--- src/hw/rtl/lrs_pkg.sv ---
// Shared types and constants of the longest repeated substring finder.
package lrs_pkg;

  localparam int LETTER_W = 5;
  localparam int OUT_W    = 12;
  localparam int HASH_W   = 24;
  localparam logic [HASH_W-1:0] HASH_BASE = 24'd26;

  typedef struct packed {
    logic [LETTER_W-1:0] letter;
    logic                last;
    logic                keep;
  } cmd_t;

endpackage

--- src/hw/rtl/lrs_queue.sv ---
// Two-entry queue that carries classified letters from the front to the back.
module lrs_queue (
  input  logic          clk,
  input  logic          rst,
  input  logic          push,
  input  lrs_pkg::cmd_t push_data,
  output logic          full,
  input  logic          pop,
  output logic          pop_valid,
  output lrs_pkg::cmd_t pop_data
);

  lrs_pkg::cmd_t entries [2];
  logic       wr_ptr;
  logic       rd_ptr;
  logic [1:0] fill;

  assign full      = (fill == 2'd2);
  assign pop_valid = (fill != 2'd0);
  assign pop_data  = entries[rd_ptr];

  always_ff @(posedge clk) begin
    if (push) begin
      entries[wr_ptr] <= push_data;
    end
  end

  always_ff @(posedge clk) begin
    if (rst) begin
      wr_ptr <= 1'b0;
      rd_ptr <= 1'b0;
      fill   <= 2'd0;
    end else begin
      if (push) begin
        wr_ptr <= !wr_ptr;
      end
      if (pop && pop_valid) begin
        rd_ptr <= !rd_ptr;
      end
      fill <= fill + 2'(push) - 2'(pop && pop_valid);
    end
  end

endmodule

--- config.mk ---
export PLATFORM = sky130hd
export DESIGN_NAME = lrs_queue
export DESIGN_NICKNAME = d
export VERILOG_FILES = /design/src/hw/rtl/lrs_pkg.sv /design/src/hw/rtl/lrs_queue.sv
export SDC_FILE = /design/constraint.sdc
export NUM_CORES = 1
export LEC_CHECK = 0
export ABC_AREA = 1
export BUFFER_PORTS_ARGS = -buffer_cell sky130_fd_sc_hd__buf_4
export CORE_UTILIZATION = 36
export CTS_BUF_LIST = sky130_fd_sc_hd__clkbuf_4
export DETAILED_ROUTE_END_ITERATION = 6
export PLACE_DENSITY = 0.61
export SLEW_MARGIN = 20
export SYNTH_ARGS = -nofsm -noshare
export SYNTH_HDL_FRONTEND = slang
export SYNTH_SLANG_ARGS = --single-unit
--- constraint.sdc ---
create_clock -name clk -period 1.5 [get_ports clk]
set_input_delay 0.075 -clock clk [delete_from_list [all_inputs] [get_ports clk]]
set_output_delay 0.075 -clock clk [all_outputs]
set_load 0.005 [all_outputs]
# Yosys cells after proc, flatten, opt, wreduce, memory -nomap -nowiden

Memories as Yosys holds them, arrays and structs flattened. A register that Yosys moved wholly into a read port is not among the register bits.
Index checks and enable logic that the tools add are counted.

Register bits after elaboration: 4
Memory bits (writable): 14
Output and inout port bits: 9
Memories kept: 1

$add $sub $neg: 2
Equal/unequal tests: 1
Mux-type cells: 4
Reductions and logical operators: 4

Memory list:

| name    | depth | bits a word | read ports | clocked after memory_dff | wr ports | line            | RTL |
|---|---|---|---|---|---|---|---|
| entries | 2     | 7           | 1          | 1                        | 1        | lrs_queue.sv:13 | `lrs_pkg::cmd_t entries [2];` |

Operator list:

| cell               | number |
|---|---|
| $mux 1             | 4 |
| $add 2x1->2        | 1 |
| $eq 2x2->1 const B | 1 |
| $logic_not 1->1    | 2 |
| $reduce_bool 2->1  | 1 |
| $sub 2x1->2        | 1 |
| $logic_and 1x1->1  | 1 |

# Depth between registers and ports, before layout

Depth in word-level cells: 4
Gate-level depth with buffers: 10

# Worst setup path before layout

OpenSTA, ideal clock, no wires.

Kind: register to register
Start: register fill[1]
End: register fill[1]
Arrival time: 1.186 ns
Required time: 1.385 ns
Path slack: 0.199 ns
Stages on the path, launching flop included: 10
Cells stage by stage: dfxtp_1 nor2_1 nor2_2 ha_1 inv_1 ha_1 inv_1 nand2_1 a21oi_1 nor2_1

Cells in the longest elaborated chain, start to end: 3
Elaborated cells between the ends (all ways): 4
Classes of those cells: 2 x add/sub; 2 x reduce/logical

RTL lines:

| item                                                                | line            | RTL |
|---|---|---|
| from (decl)                                                         | lrs_queue.sv:16 | `logic [1:0] fill;` |
| from (signal assigned)                                              | lrs_queue.sv:40 | `fill <= fill + 2'(push) - 2'(pop && pop_valid);` |
| parallel branches: the longest is 2 deep, another holds $add 2x1->2 | n/a             |  |
| $sub 2x1->2 *                                                       | lrs_queue.sv:40 |  |

Every way passes the cells marked *.
A chain may end at the register's enable or synchronous reset.

# Final worst setup path

Start: register fill[0]
End: register fill[1]

Same word-level chain as after synthesis.

==> reports/qor.txt <==
status -> complete, no violations
pin count of the biggest net entering global routing -> 11
Die W -> 48.5 um
register-to-register setup slack -> 0.1 ns
clock root buffer -> clkbuf_4
io pins -> 20
CTS tree -> done
cts bufs inserted -> 3
Detailed Route Iter0 Violations -> 17
Worst path max stage delay -> 0.34 ns
main combinational cell family by area after synthesis -> multiplexers
synthesized cell area -> 778 um^2
period utilization -> 0.936
worst hold start -> pop
fill count -> 174
number of vias per cell -> 4.30
number of global-route vias before repair -> 481
sequential share of power -> 0.492
top-count cell post-synth -> edfxtp_1
RR Endpoint -> fill[1]
sequential share of the synthesized area -> 0.669
Final Wtd Congestion -> 0.840
DR DRC count -> 0
Hold Vio Cnt, Final -> 0
Max IR drop VDD -> 0.000721 V
path depth of the worst reg2reg path -> 9
post-synthesis instance total -> 58
Post-Syn Nets -> 71
diode count -> 0
WL per Instance -> 9.84 um
Layout area overhead -> 37.9%
Distinct cells, synth -> 12
Skew-Pair Late Insertion Delay -> 0.28 ns
post-synth top area cell -> edfxtp_1
Net Sw Frac -> 0.279
GRT Total Usage -> 0.107
Yosys top cell area share -> 0.540
top cells by area, synth -> edfxtp_1 (54%), mux2_4 (14%), dfxtp_1 (13%)
Post-DP HPWL -> 850 um
WP buf/inv -> 2
Clk pwr share -> 0.182
Slowest cell on crit path -> dfxtp_2
first-pass GRT wire length -> 1.85 mm
final wirelength -> 1.14 mm
hold slack -> 0.0750 ns
CP Launch Type -> flip-flop
f_max -> 0.712 GHz
Layout Nets -> 103
internal power -> 0.00103 W
worst-path cell chain -> nor2_2 > nor2_2 > ha_1 > inv_1 > ha_1 > inv_1 > nand2_2 > a21oi_2 > nor2_1
worst setup margin -> 0.0963 ns
Pre-antenna DRT Iters -> 4
Worst Path Max Fanout -> 3
CP Data Required Time -> 1.69 ns
Vias -> 499
pre-CTS setup slack -> 0.0689 ns
Mean Syn Cell Area -> 13.4 um^2
starting density of the core -> 0.389
Setup-failing EPs final -> 0
setup TNS -> 0 ns
initial antenna violation count -> 0
Tot Pwr -> 0.00142 W
CP Class -> flip-flop to flip-flop
Worst EP arrival -> 1.59 ns
sw power -> 0.000396 W
Worst Clk Skew -> 0.00587 ns
ys flop type -> edfxtp_1
I/O Buffers -> 19
Synth warnings -> 0
Max clock buf depth -> 2
total die area -> 2350 um^2
commonest cells in the netlist -> edfxtp_1 (14), inv_1 (9), nor2_1 (9), mux2_4 (7), nand2_1 (6)
Least-Margin Pin Slew -> 0.300 ns
Max-Cap Viols -> 0
PwrDens -> 1330 nW/um^2
share of layout cells above drive strength 1 -> 0.427
Post-synth EDFFs -> 14
Synth Area in XOR/XNOR -> 0
Max H-tree Level -> 1
CTS clock-pin slew for the worst setup and hold paths -> 0.10 ns
post-synthesis adder-cell area fraction -> 0.0322
Async S/R FF share, synth -> 0
Rel. slew slack -> 0.800
Critical R2R Launch -> fill[0]
gr ovfl total -> 0
Worst Setup End Kind -> flip-flop
Lkg Pwr -> 0.476 nW
synthesis-stage register bit count -> 19
DRT antenna net count -> 0
fin. max-slew vios -> 0
Non-Filler Instances -> 116
Inst Count DP -> 104
hold crit path type -> input pin to flip-flop
Die Ht -> 48.5 um
Hold Path Depth -> 4
compound-gate portion of the synthesized area -> 0.00643
core area -> 2000 um^2
Post-Synth Simple-Gate Area -> 0.0997
Top delay family on crit path -> adder cells
num rows -> 16
Comb power frac -> 0.326
clk sinks -> 19
post-synthesis mux area share -> 0.135
minimum clock period -> 1.40 ns
timing repair:
action	4_1_cts	5_1_grt
resized for setup	0	6
buffers inserted	0	0
endpoints found under the hold margin	16	0
endpoints found under the setup margin	0	2
hold buffers	8	0
cell type report:
cell class              count  area, um^2  share of cell area
flip-flops and latches     19         524               0.488
repair buffers             28         230               0.214
multi-input cells          29         221               0.206
inverters                   9        33.8              0.0315
well taps                  27        33.8              0.0315
clock buffers               4        30.0              0.0280
registers in the layout, summed over array words and instances, names as in the netlist, named ones only:
signal / cells
entries: 14
rd_ptr: 1
fill: 2
wr_ptr: 1
through the flow:
| stage | utilization | cell area, um^2 |
|---|---|---|
| 5_1_grt | 0.536 | 1070 |
| 3_5_place_dp | 0.475 | 951 |
| 6_report | 0.536 | 1070 |
| 2_1_floorplan | - | 778 |
| 4_1_cts | 0.530 | 1060 |
| 3_3_place_gp | 0.475 | 951 |
logic make-up after synthesis:
group           count (synthesis)
buf+inv                        10
fa+ha+maj                       2
mux                             7
compound gates                  1
flops                          19
simple gates                   19
how the worst max path moves through the flow:
stage,depth (start not counted),slack [ns],to,from
final,9,0.1,fill[1],fill[0]
after CTS,2,0.03,pop_data[6],flip-flop
after floorplan,9,0.20,fill[1],fill[1]
after global placement,9,0.16,fill[1],fill[1]
after detailed placement,9,0.07,fill[1],fill[1]
after global routing,10,-0.0002,fill[1],fill[0]
worst register-to-register path, cell delays in order, from the launching register on:
cell	delay (ns)
dfxtp_2	0.34
nor2_2	0.12
nor2_2	0.05
ha_1	0.26
inv_1	0.04
ha_1	0.19
inv_1	0.07
nand2_2	0.06
a21oi_2	0.12
nor2_1	0.06
cells in the final DEF, fill, tap and decap left out, types with 3 or more instances in the layout:
cell and instances:
mux2_4 7, nand2_1 5, nor2_1 8, clkbuf_4 4
buf_4 20, dfxtp_2 3, dlygate4sd3_1 8, edfxtp_1 14
inv_1 9
power by group through the flow:
stage | Combinational, W | Clock (W) | Sequential, W
after detailed placement | 0.000429 | 0 | 0.000702
after global routing | 0.000526 | 0.000293 | 0.000709
after CTS | 0.000448 | 0.000269 | 0.000689
after floorplan | 0.000296 | 0 | 0.000667
final | 0.000464 | 0.000259 | 0.000701
after global placement | 0.000407 | 0 | 0.000699
metal layers:
metal	GRT usage	up-vias	share of wire
met5	0	-	0
li1	-	254	-
met4	0.0588	0	0.012
met1	0.116	226	0.42
met3	0.0283	2	0.052
met2	0.188	17	0.51
Power figures use the tool's default switching activity.
