### src/hw/rtl/lrs_pkg.sv
// Shared types and constants of the longest repeated substring finder.
package lrs_pkg;

  localparam int LETTER_W = 5;
  localparam int OUT_W    = 12;
  localparam int HASH_W   = 24;
  localparam logic [HASH_W-1:0] HASH_BASE = 24'd26;

  typedef struct packed {
    logic [LETTER_W-1:0] letter;
    logic                last;
    logic                keep;
  } cmd_t;

endpackage

### src/hw/rtl/lrs_front.sv
// Front part: accepts letters and marks each one as kept or dropped.
module lrs_front #(
  parameter int MAX_TEXT = 4096
) (
  input  logic                          clk,
  input  logic                          rst,
  input  logic                          in_valid,
  output logic                          in_stall,
  input  logic [lrs_pkg::LETTER_W-1:0]  letter,
  input  logic                          last_letter,
  input  logic                          q_full,
  output logic                          q_push,
  output lrs_pkg::cmd_t                 q_data
);

  localparam int CW = $clog2(MAX_TEXT + 1);

  logic [CW-1:0] count;
  logic [CW-1:0] count_next;

  assign in_stall      = q_full;
  assign q_push        = in_valid && !q_full;
  assign q_data.letter = letter;
  assign q_data.last   = last_letter;
  assign q_data.keep   = (count < CW'(MAX_TEXT));

  always_comb begin
    count_next = count;
    if (q_push) begin
      if (last_letter) begin
        count_next = '0;
      end else if (q_data.keep) begin
        count_next = count + CW'(1);
      end
    end
  end

  always_ff @(posedge clk) begin
    if (rst) begin
      count <= '0;
    end else begin
      count <= count_next;
    end
  end

endmodule

### config.mk
export PLATFORM = sky130hd
export DESIGN_NAME = lrs_front
export DESIGN_NICKNAME = d
export VERILOG_FILES = /design/src/hw/rtl/lrs_pkg.sv /design/src/hw/rtl/lrs_front.sv
export SDC_FILE = /design/constraint.sdc
export NUM_CORES = 1
export LEC_CHECK = 0
export BUFFER_PORTS_ARGS = -buffer_cell sky130_fd_sc_hd__buf_2
export CAP_MARGIN = 30
export CORE_MARGIN = 1.5
export CORE_UTILIZATION = 52
export CTS_CLUSTER_SIZE = 12
export DETAILED_ROUTE_END_ITERATION = 6
export HOLD_SLACK_MARGIN = 0.12
export PLACE_DENSITY = 0.8
export SYNTH_ARGS = -nofsm -noshare
export SYNTH_HDL_FRONTEND = slang
export SYNTH_SLANG_ARGS = --single-unit
export TNS_END_PERCENT = 5
### constraint.sdc
create_clock -name clk -period 2.2 [get_ports clk]
set_input_delay 0.33 -clock clk [delete_from_list [all_inputs] [get_ports clk]]
set_output_delay 0.33 -clock clk [all_outputs]
set_load 0.01 [all_outputs]
# ---- Word level (Yosys, flattened, before mapping)
# Index checks and enable logic that the tools add are counted.
dict set report word_totals {
  regBits 13
  latch_bits 0
  ramBits 0
  mem_bits_ro 0
  in_bits 10
  output_inout_bits 9
  elab_cells 9
  n_memories 0
}
dict set report classes {
  add_sub_neg 1
  multipliers 0
  div_mod_pow 0
  order_cmp 1
  eq_ne 0
  n_shift 0
  mux 2
  bitwise_logic 0
  n_reduce_logical 4
}
# operator n
set ops {}
lappend ops {{two-way mux 13 bit} 2}
lappend ops {{adder 13 x 1 -> 13 bit (second input constant)} 1}
lappend ops {{< comparator 13 bit (second input constant)} 1}
lappend ops {{AND reduction 2 bit} 1}
lappend ops {{nonzero test 2 bit} 1}
lappend ops {{logical AND 1 bit} 1}
lappend ops {{zero test 1 bit} 1}

# ---- Depth between registers and ports, before layout
# Gate-level depths: netlist of run 1.
dict set report depth {
  ltp_word 3
  ltp_mapped 6
}

# ---- Worst setup path after synthesis of run 1
# No wires, ideal clock.
dict set report synth_timing {
  kind {input-to-reg}
  startpoint {in q_full}
  endpoint {reg count[11]}
  setup_time_ns 0.070
  t_arrival_ns 1.544
  path_slack_ns 0.587
  stages 5
  n_path_buf 1
  cell_sequence {nand2b_4 buf_6 or4_4 or3_1 a21oi_1}
}
dict set report synth_between {
  elab_chain_len 3
}
# item line_no
set synth_lines {}
lappend synth_lines {{start: declaration} lrs_front.sv:11} ;# input logic q_full,
lappend synth_lines {{zero test 1 bit} lrs_front.sv:22} ;# assign q_push = in_valid && !q_full;
lappend synth_lines {{logical AND 1 bit} lrs_front.sv:22}
lappend synth_lines {{AND reduction 2 bit (no source line)} -}
lappend synth_lines {{end signal: assignment} lrs_front.sv:42} ;# count <= count_next;
lappend synth_lines {{end: declaration} lrs_front.sv:18} ;# logic [CW-1:0] count;
# No other way between the ends.
# A chain may end at the register's enable or synchronous reset.

# ---- Final worst setup path of run 1
dict set report layout_timing {
  startpoint {reg count[12]}
  endpoint {reg count[11]}
}
dict set report layout_between {
  elab_chain_len 3
}
# item line_no
set layout_lines {}
lappend layout_lines {{< comparator 13 bit} lrs_front.sv:25} ;# assign q_data.keep = (count < CW'(MAX_TEXT));
lappend layout_lines {{nonzero test 2 bit (no source line)} -}
lappend layout_lines {{AND reduction 2 bit (no source line)} -}
# No other way between the ends.

==> impl_metrics.csv, run 1 <==
group,metric,value,unit
run_status,status,"finished clean",
setup_path,worstSetupEndpointType,"flop",
finish,area_growth,1.266,%
synthesis,syn_area,691.9,um^2
finish,mostFrequentLayoutCells,"13 x dfxtp_1, 8 x nor2_1, 8 x buf_2, 7 x a21oi_1",
setup_path,crit_type,"reg2reg",
placed_design,placed_cell_area,674.4,um^2
finish,fin_cells,98,
finish,largest-register,"count",
floorplanning,core,0.001171,mm^2
clocking,numCtsBuffers,3,
global_routing,grtUsageTotal,17.77,%
floorplanning,die_h,39.48,um
setup_path,r2r-start,"count[12]",
sta,timing.fmax,0.6202,GHz
routing,vias_per_cell,5.480,
power_and_ir_drop,p_sw,0.09421,mW
clocking,cts_resized,0,
finish,num_antenna_cells,0,
setup_path,reg2reg_depth,4,
synthesis,yosys_register_bits,13,
floorplanning,fp-row-count,12,
finish,final_common_cell,"dfxtp_1",
synthesis,synthDistinctLibCells,25,
clocking,cts_buffer_depth,2,
routing,drt-initial-drc-count,7,
finish,top_regs,"count x13",
sta,hold_viol_final,0,
floorplanning,die_x,39.48,um
power_and_ir_drop,power.density,587.7,mW/mm^2
finish,nFillCells,114,
synthesis,ys_warn_count,0,
synthesis,synth_cells,81,
routing,wl,1.208,mm
sta,drv_slew,0,
clocking,cts.sinks,13,
finish,drive_above_1_share,19.05,%
power_and_ir_drop,leakagePower,0.2493,nW
floorplanning,pin_count,19,
sta,period_share,73.29,%
placed_design,dpl.cell_count,94,
floorplanning,dieArea,0.001558,mm^2
power_and_ir_drop,seqPwrFrac,58.0,%
placed_design,hpwl,859.1,um
global_routing,grt_max_degree,12,
routing,vias,537,
setup_path,crit_path_max_fanout,5,
global_routing,overflow,0,
power_and_ir_drop,switching_share,22.88,%
sta,relSlewSlack,75.62,%
sta,min_period,1612,ps
worst_hold_path,hold_start,"rst",
synthesis,seq_area_frac_synth,37.61,%
setup_path,startpoint,"count[12]",
sta,fin_tns_setup,0,ps
power_and_ir_drop,vdd_drop_max,0.3375,mV
sta,worst_pin_slew,365.7,ps
routing,wire_per_inst,12.33,um
global_routing,grt_pass1_vias,425,
setup_path,critPathArrivalTime,1830,ps
finish,fin_util,59.83,%
sta,setup_viol,0,
sta,timing.hold.ws,238.5,ps
sta,clock_skew,12.19,ps
routing,drc,0,
clocking,clkSlewWorstSetupHoldPaths,80,ps
flow_run,cap_violations,0,
power_and_ir_drop,comb_power_share,6.3,%
setup_path,critPathRequiredTime,2420,ps
placed_design,place_congestion,0.8215,
clocking,cts_hold_buf,0,
clocking,post_cts.repair.setup_buffers,0,
synthesis,synthesis.nets,92,
floorplanning,initial_utilization,59.08,%
finish,fin_area,700.7,um^2
worst_hold_path,hold_class,"in2reg",
finish,largest_register_ffs,13,
placed_design,pre_cts_slack,498.6,ps
global_routing,grt_first_pass_wirelength,1.773,mm
global_routing,antenna_found_initial,0,
power_and_ir_drop,intPower,0.3176,mW
routing,ant_nets,0,
placed_design,io_buffers,8,
sta,rsz0062_at_grt,"no",
setup_path,critPathLaunchType,"flop",
power_and_ir_drop,clockPowerShare,35.7,%
finish,fin_nets,96,
routing,dr.pass1.iters,4,
clocking,cts_max_level,1,
clocking,cts_tree,"built",
sta,setup_ws,587.7,ps
worst_hold_path,holdPathStages,2,
power_and_ir_drop,p_total,0.4118,mW
clocking,cts_root_buf,"clkbuf_4",
synthesis,synth_area_per_cell,8.542,um^2
clocking,insertion_delay,280,ps
## worst paths after layout
kind | end | slack (ps)
worst max-delay path | count[11] | 590
worst max register to register | count[11] | 590
worst min-delay path | count[2] | 240
worst min register to register | count[1] | 490
## metal layers
metal | track usage [%] | wire, um | up-vias
li1 | - | - | 281
met1 | 21.88 | 580 | 237
met2 | 25.82 | 535 | 19
met3 | 10.23 | 92 | 0
met4 | 5.172 | 0 | 0
met5 | 0 | 0 | -
## final cells by class
type / instances / area, um^2 / area share, %
multi-input cells: 57 / 349.1 / 49.82
flip-flops and latches: 13 / 260.3 / 37.14
repair buffers: 8 / 40.04 / 5.714
clock buffers: 4 / 26.28 / 3.750
well taps: 14 / 17.52 / 2.500
inverters: 2 / 7.507 / 1.071
## synthesized netlist by cell type, drive strengths merged
master	number	area share, %
a21o	1	1.1
a21oi	7	5.1
and3	1	1.1
and4	2	2.5
buf	9	11
dfxtp	13	38
ha	1	1.8
inv	2	1.1
nand2	4	2.2
nand2b	2	2.9
nand3	5	3.6
nand3b	1	1.1
nand4	3	2.7
nor2	8	4.3
nor2b	1	1.3
nor3	3	2.2
nor4	1	0.90
o21ai	5	3.6
or2	1	0.90
or3	3	2.7
or4	1	1.6
xnor2	4	5.1
xor2	3	3.8
## kinds of logic (layout without fill, tap and decap cells)
kind of cell    count (synthesis)  count (layout)  synth area share, %
flops                          13              13                37.61
compound gates                 13              13                9.764
buf+inv                        11              14                11.94
xor+xnor                        7               7                8.861
fa+ha+maj                       1               1                1.808
simple gates                   36              36                30.02
## power by group through the flow
stage	clock [mW]	sequential, mW	combinational, mW
detailed placement	0	0.244	0.0260
floorplan	0	0.244	0.0313
CTS	0.152	0.239	0.0261
global route	0.161	0.239	0.0290
finish	0.147	0.239	0.0261
global placement	0	0.244	0.0256
## critical path, cell delays in order, from the launching register on
cell	delay [ps]
dfxtp_1	350
nor2b_2	190
or4_4	540
or3_1	330
a21oi_1	140
Note: power is estimated with default switching activity, not from simulation.
==> inputs of run 2 (changes only) <==
--- a/config.mk
+++ b/config.mk
@@ -8,11 +8,11 @@
 export BUFFER_PORTS_ARGS = -buffer_cell sky130_fd_sc_hd__buf_2
 export CAP_MARGIN = 30
 export CORE_MARGIN = 1.5
-export CORE_UTILIZATION = 52
+export CORE_UTILIZATION = 49
 export CTS_CLUSTER_SIZE = 12
 export DETAILED_ROUTE_END_ITERATION = 6
 export HOLD_SLACK_MARGIN = 0.12
-export PLACE_DENSITY = 0.8
+export PLACE_DENSITY = 0.76
 export SYNTH_ARGS = -nofsm -noshare
 export SYNTH_HDL_FRONTEND = slang
 export SYNTH_SLANG_ARGS = --single-unit
==> constraint.sdc (replaced) <==
create_clock -name clk -period 1.6 [get_ports clk]
set_input_delay 0.24 -clock clk [delete_from_list [all_inputs] [get_ports clk]]
set_output_delay 0.24 -clock clk [all_outputs]
set_load 0.01 [all_outputs]
==> impl_metrics.csv, run 2 (same netlist as run 1, synthesis figures left out) <==
group,metric,value,unit
run_status,status,"finished clean",
finish,final_common_cell,"dfxtp_1",
placed_design,place_congestion,0.7069,
power_and_ir_drop,clockPowerShare,36.2,%
setup_path,critPathLaunchType,"flop",
finish,num_antenna_cells,0,
setup_path,worstSetupEndpointType,"flop",
setup_path,critPathArrivalTime,1740,ps
floorplanning,pin_count,19,
power_and_ir_drop,comb_power_share,6.7,%
power_and_ir_drop,intPower,0.4381,mW
global_routing,overflow,0,
power_and_ir_drop,vdd_drop_max,0.5533,mV
floorplanning,core,0.001301,mm^2
worst_hold_path,holdPathStages,2,
finish,largest_register_ffs,13,
setup_path,regToRegSetupSlack,70,ps
routing,dr.pass1.iters,4,
routing,wire_per_inst,11.92,um
sta,drv_slew,0,
floorplanning,initial_utilization,53.17,%
finish,nFillCells,142,
routing,wl,1.240,mm
clocking,insertion_delay,280,ps
setup_path,r2r-start,"count[0]",
placed_design,hpwl,923.3,um
power_and_ir_drop,seqPwrFrac,57.1,%
sta,min_period,1528,ps
clocking,cts_buffer_depth,2,
routing,vias_per_cell,5.529,
sta,clock_skew,0.9387,ps
global_routing,grt_first_pass_wirelength,1.869,mm
finish,mostFrequentLayoutCells,"12 x dfxtp_1, 8 x nor2_1, 8 x buf_2, 6 x a21oi_1",
finish,fin_util,57.60,%
routing,ant_nets,0,
clocking,post_cts.repair.setup_buffers,0,
finish,fin_nets,101,
placed_design,pre_cts_slack,32.01,ps
finish,area_growth,8.318,%
finish,drive_above_1_share,26.97,%
sta,timing.fmax,0.6544,GHz
routing,drt-initial-drc-count,7,
routing,drc,0,
global_routing,met3_usage,5.000,%
clocking,cts_root_buf,"clkbuf_4",
sta,fin_tns_setup,0,ps
placed_design,io_buffers,8,
clocking,numCtsBuffers,3,
global_routing,grtUsageTotal,17.69,%
floorplanning,fp-row-count,13,
worst_hold_path,hold_class,"in2reg",
sta,hold_viol_final,0,
clocking,cts_max_level,1,
flow_run,cap_violations,0,
clocking,clkSlewWorstSetupHoldPaths,80,ps
sta,setup_ws,71.92,ps
setup_path,crit_type,"reg2reg",
global_routing,use_met2,25.79,%
setup_path,reg2reg_depth,4,
setup_path,crit_path_max_fanout,5,
worst_hold_path,hold_start,"rst",
setup_path,startpoint,"count[0]",
sta,setup_viol,0,
power_and_ir_drop,power.density,766.3,mW/mm^2
power_and_ir_drop,p_sw,0.1362,mW
finish,top_regs,"count x13",
finish,largest-register,"count",
power_and_ir_drop,leakagePower,0.2765,nW
global_routing,met1_usage,23.00,%
clocking,cts_tree,"built",
global_routing,grt_max_degree,12,
routing,vias,575,
sta,rsz0062_at_grt,"no",
sta,relSlewSlack,74.62,%
sta,worst_pin_slew,380.8,ps
floorplanning,die_x,40.58,um
setup_path,r2r_end,"count[9]",
setup_path,setup.worst_path.end,"count[9]",
floorplanning,dieArea,0.001646,mm^2
global_routing,grt_pass1_vias,465,
global_routing,antenna_found_initial,0,
sta,period_share,95.50,%
global_routing,grt_busiest_layer,"met2",
floorplanning,die_h,40.58,um
clocking,cts.sinks,13,
power_and_ir_drop,switching_share,23.72,%
setup_path,critPathRequiredTime,1810,ps
[run 2: layout make-up]
| class | count | area, um^2 | share of cell area (%) |
|---|---|---|---|
| Multi-Input combinational cell | 57 | 357.8 | 47.75 |
| Inverter | 2 | 7.507 | 1.002 |
| Clock buffer | 4 | 26.28 | 3.506 |
| Sequential cell | 13 | 261.5 | 34.89 |
| Tap cell | 15 | 18.77 | 2.504 |
| Timing Repair Buffer | 13 | 77.57 | 10.35 |
[run 2: timing repair]
item | in CTS | in global routing
setup endpoints to repair | 0 | 2
hold buffers | 0 | 0
resized for setup | 0 | 3
[run 2: layer usage]
metal,vias up,share of wire [%],wire [um]
met4,0,2.0,25
li1,290,-,-
met3,4,4.7,58
met2,16,45,556
met5,-,0,0
met1,265,48,600
[run 2: power by group through the flow]
stage | logic (mW) | clock network (mW) | registers (mW)
6_report | 0.0385 | 0.208 | 0.328
5_1_grt | 0.0424 | 0.218 | 0.328
3_3_place_gp | 0.0375 | 0 | 0.335
3_5_place_dp | 0.0377 | 0 | 0.335
4_1_cts | 0.0380 | 0.207 | 0.328
2_1_floorplan | 0.0430 | 0 | 0.335
[run 2: worst min-delay path by stage]
| stage | endpoint | slack [ps] |
|---|---|---|
| after floorplan | count[1] | 310 |
| after global placement | count[1] | 440 |
| after detailed placement | count[1] | 440 |
| after CTS | count[1] | 150 |
| after global routing | count[1] | 170 |
| final | count[1] | 140 |
[run 2: worst max-delay path, stage by stage, from the launching register on]
cell     delay [ps]
dfxtp_1         370
nand3_1         110
or4_4           520
or3_1           320
a21oi_1         140
[run 2: stage by stage]
| stage | hold slack [ps] | total power [mW] | instances | area, um^2 |
|---|---|---|---|---|
| final | 142.1 | 0.5743 | 104 | 749.5 |
| after global routing | 170.6 | 0.5886 | 104 | 749.5 |
| after floorplan | 309.1 | 0.3781 | 81 | 691.9 |
| after global placement | 440.4 | 0.3728 | 100 | 713.2 |
| after detailed placement | 438.1 | 0.3731 | 100 | 713.2 |
| after CTS | 146.0 | 0.5729 | 104 | 739.5 |
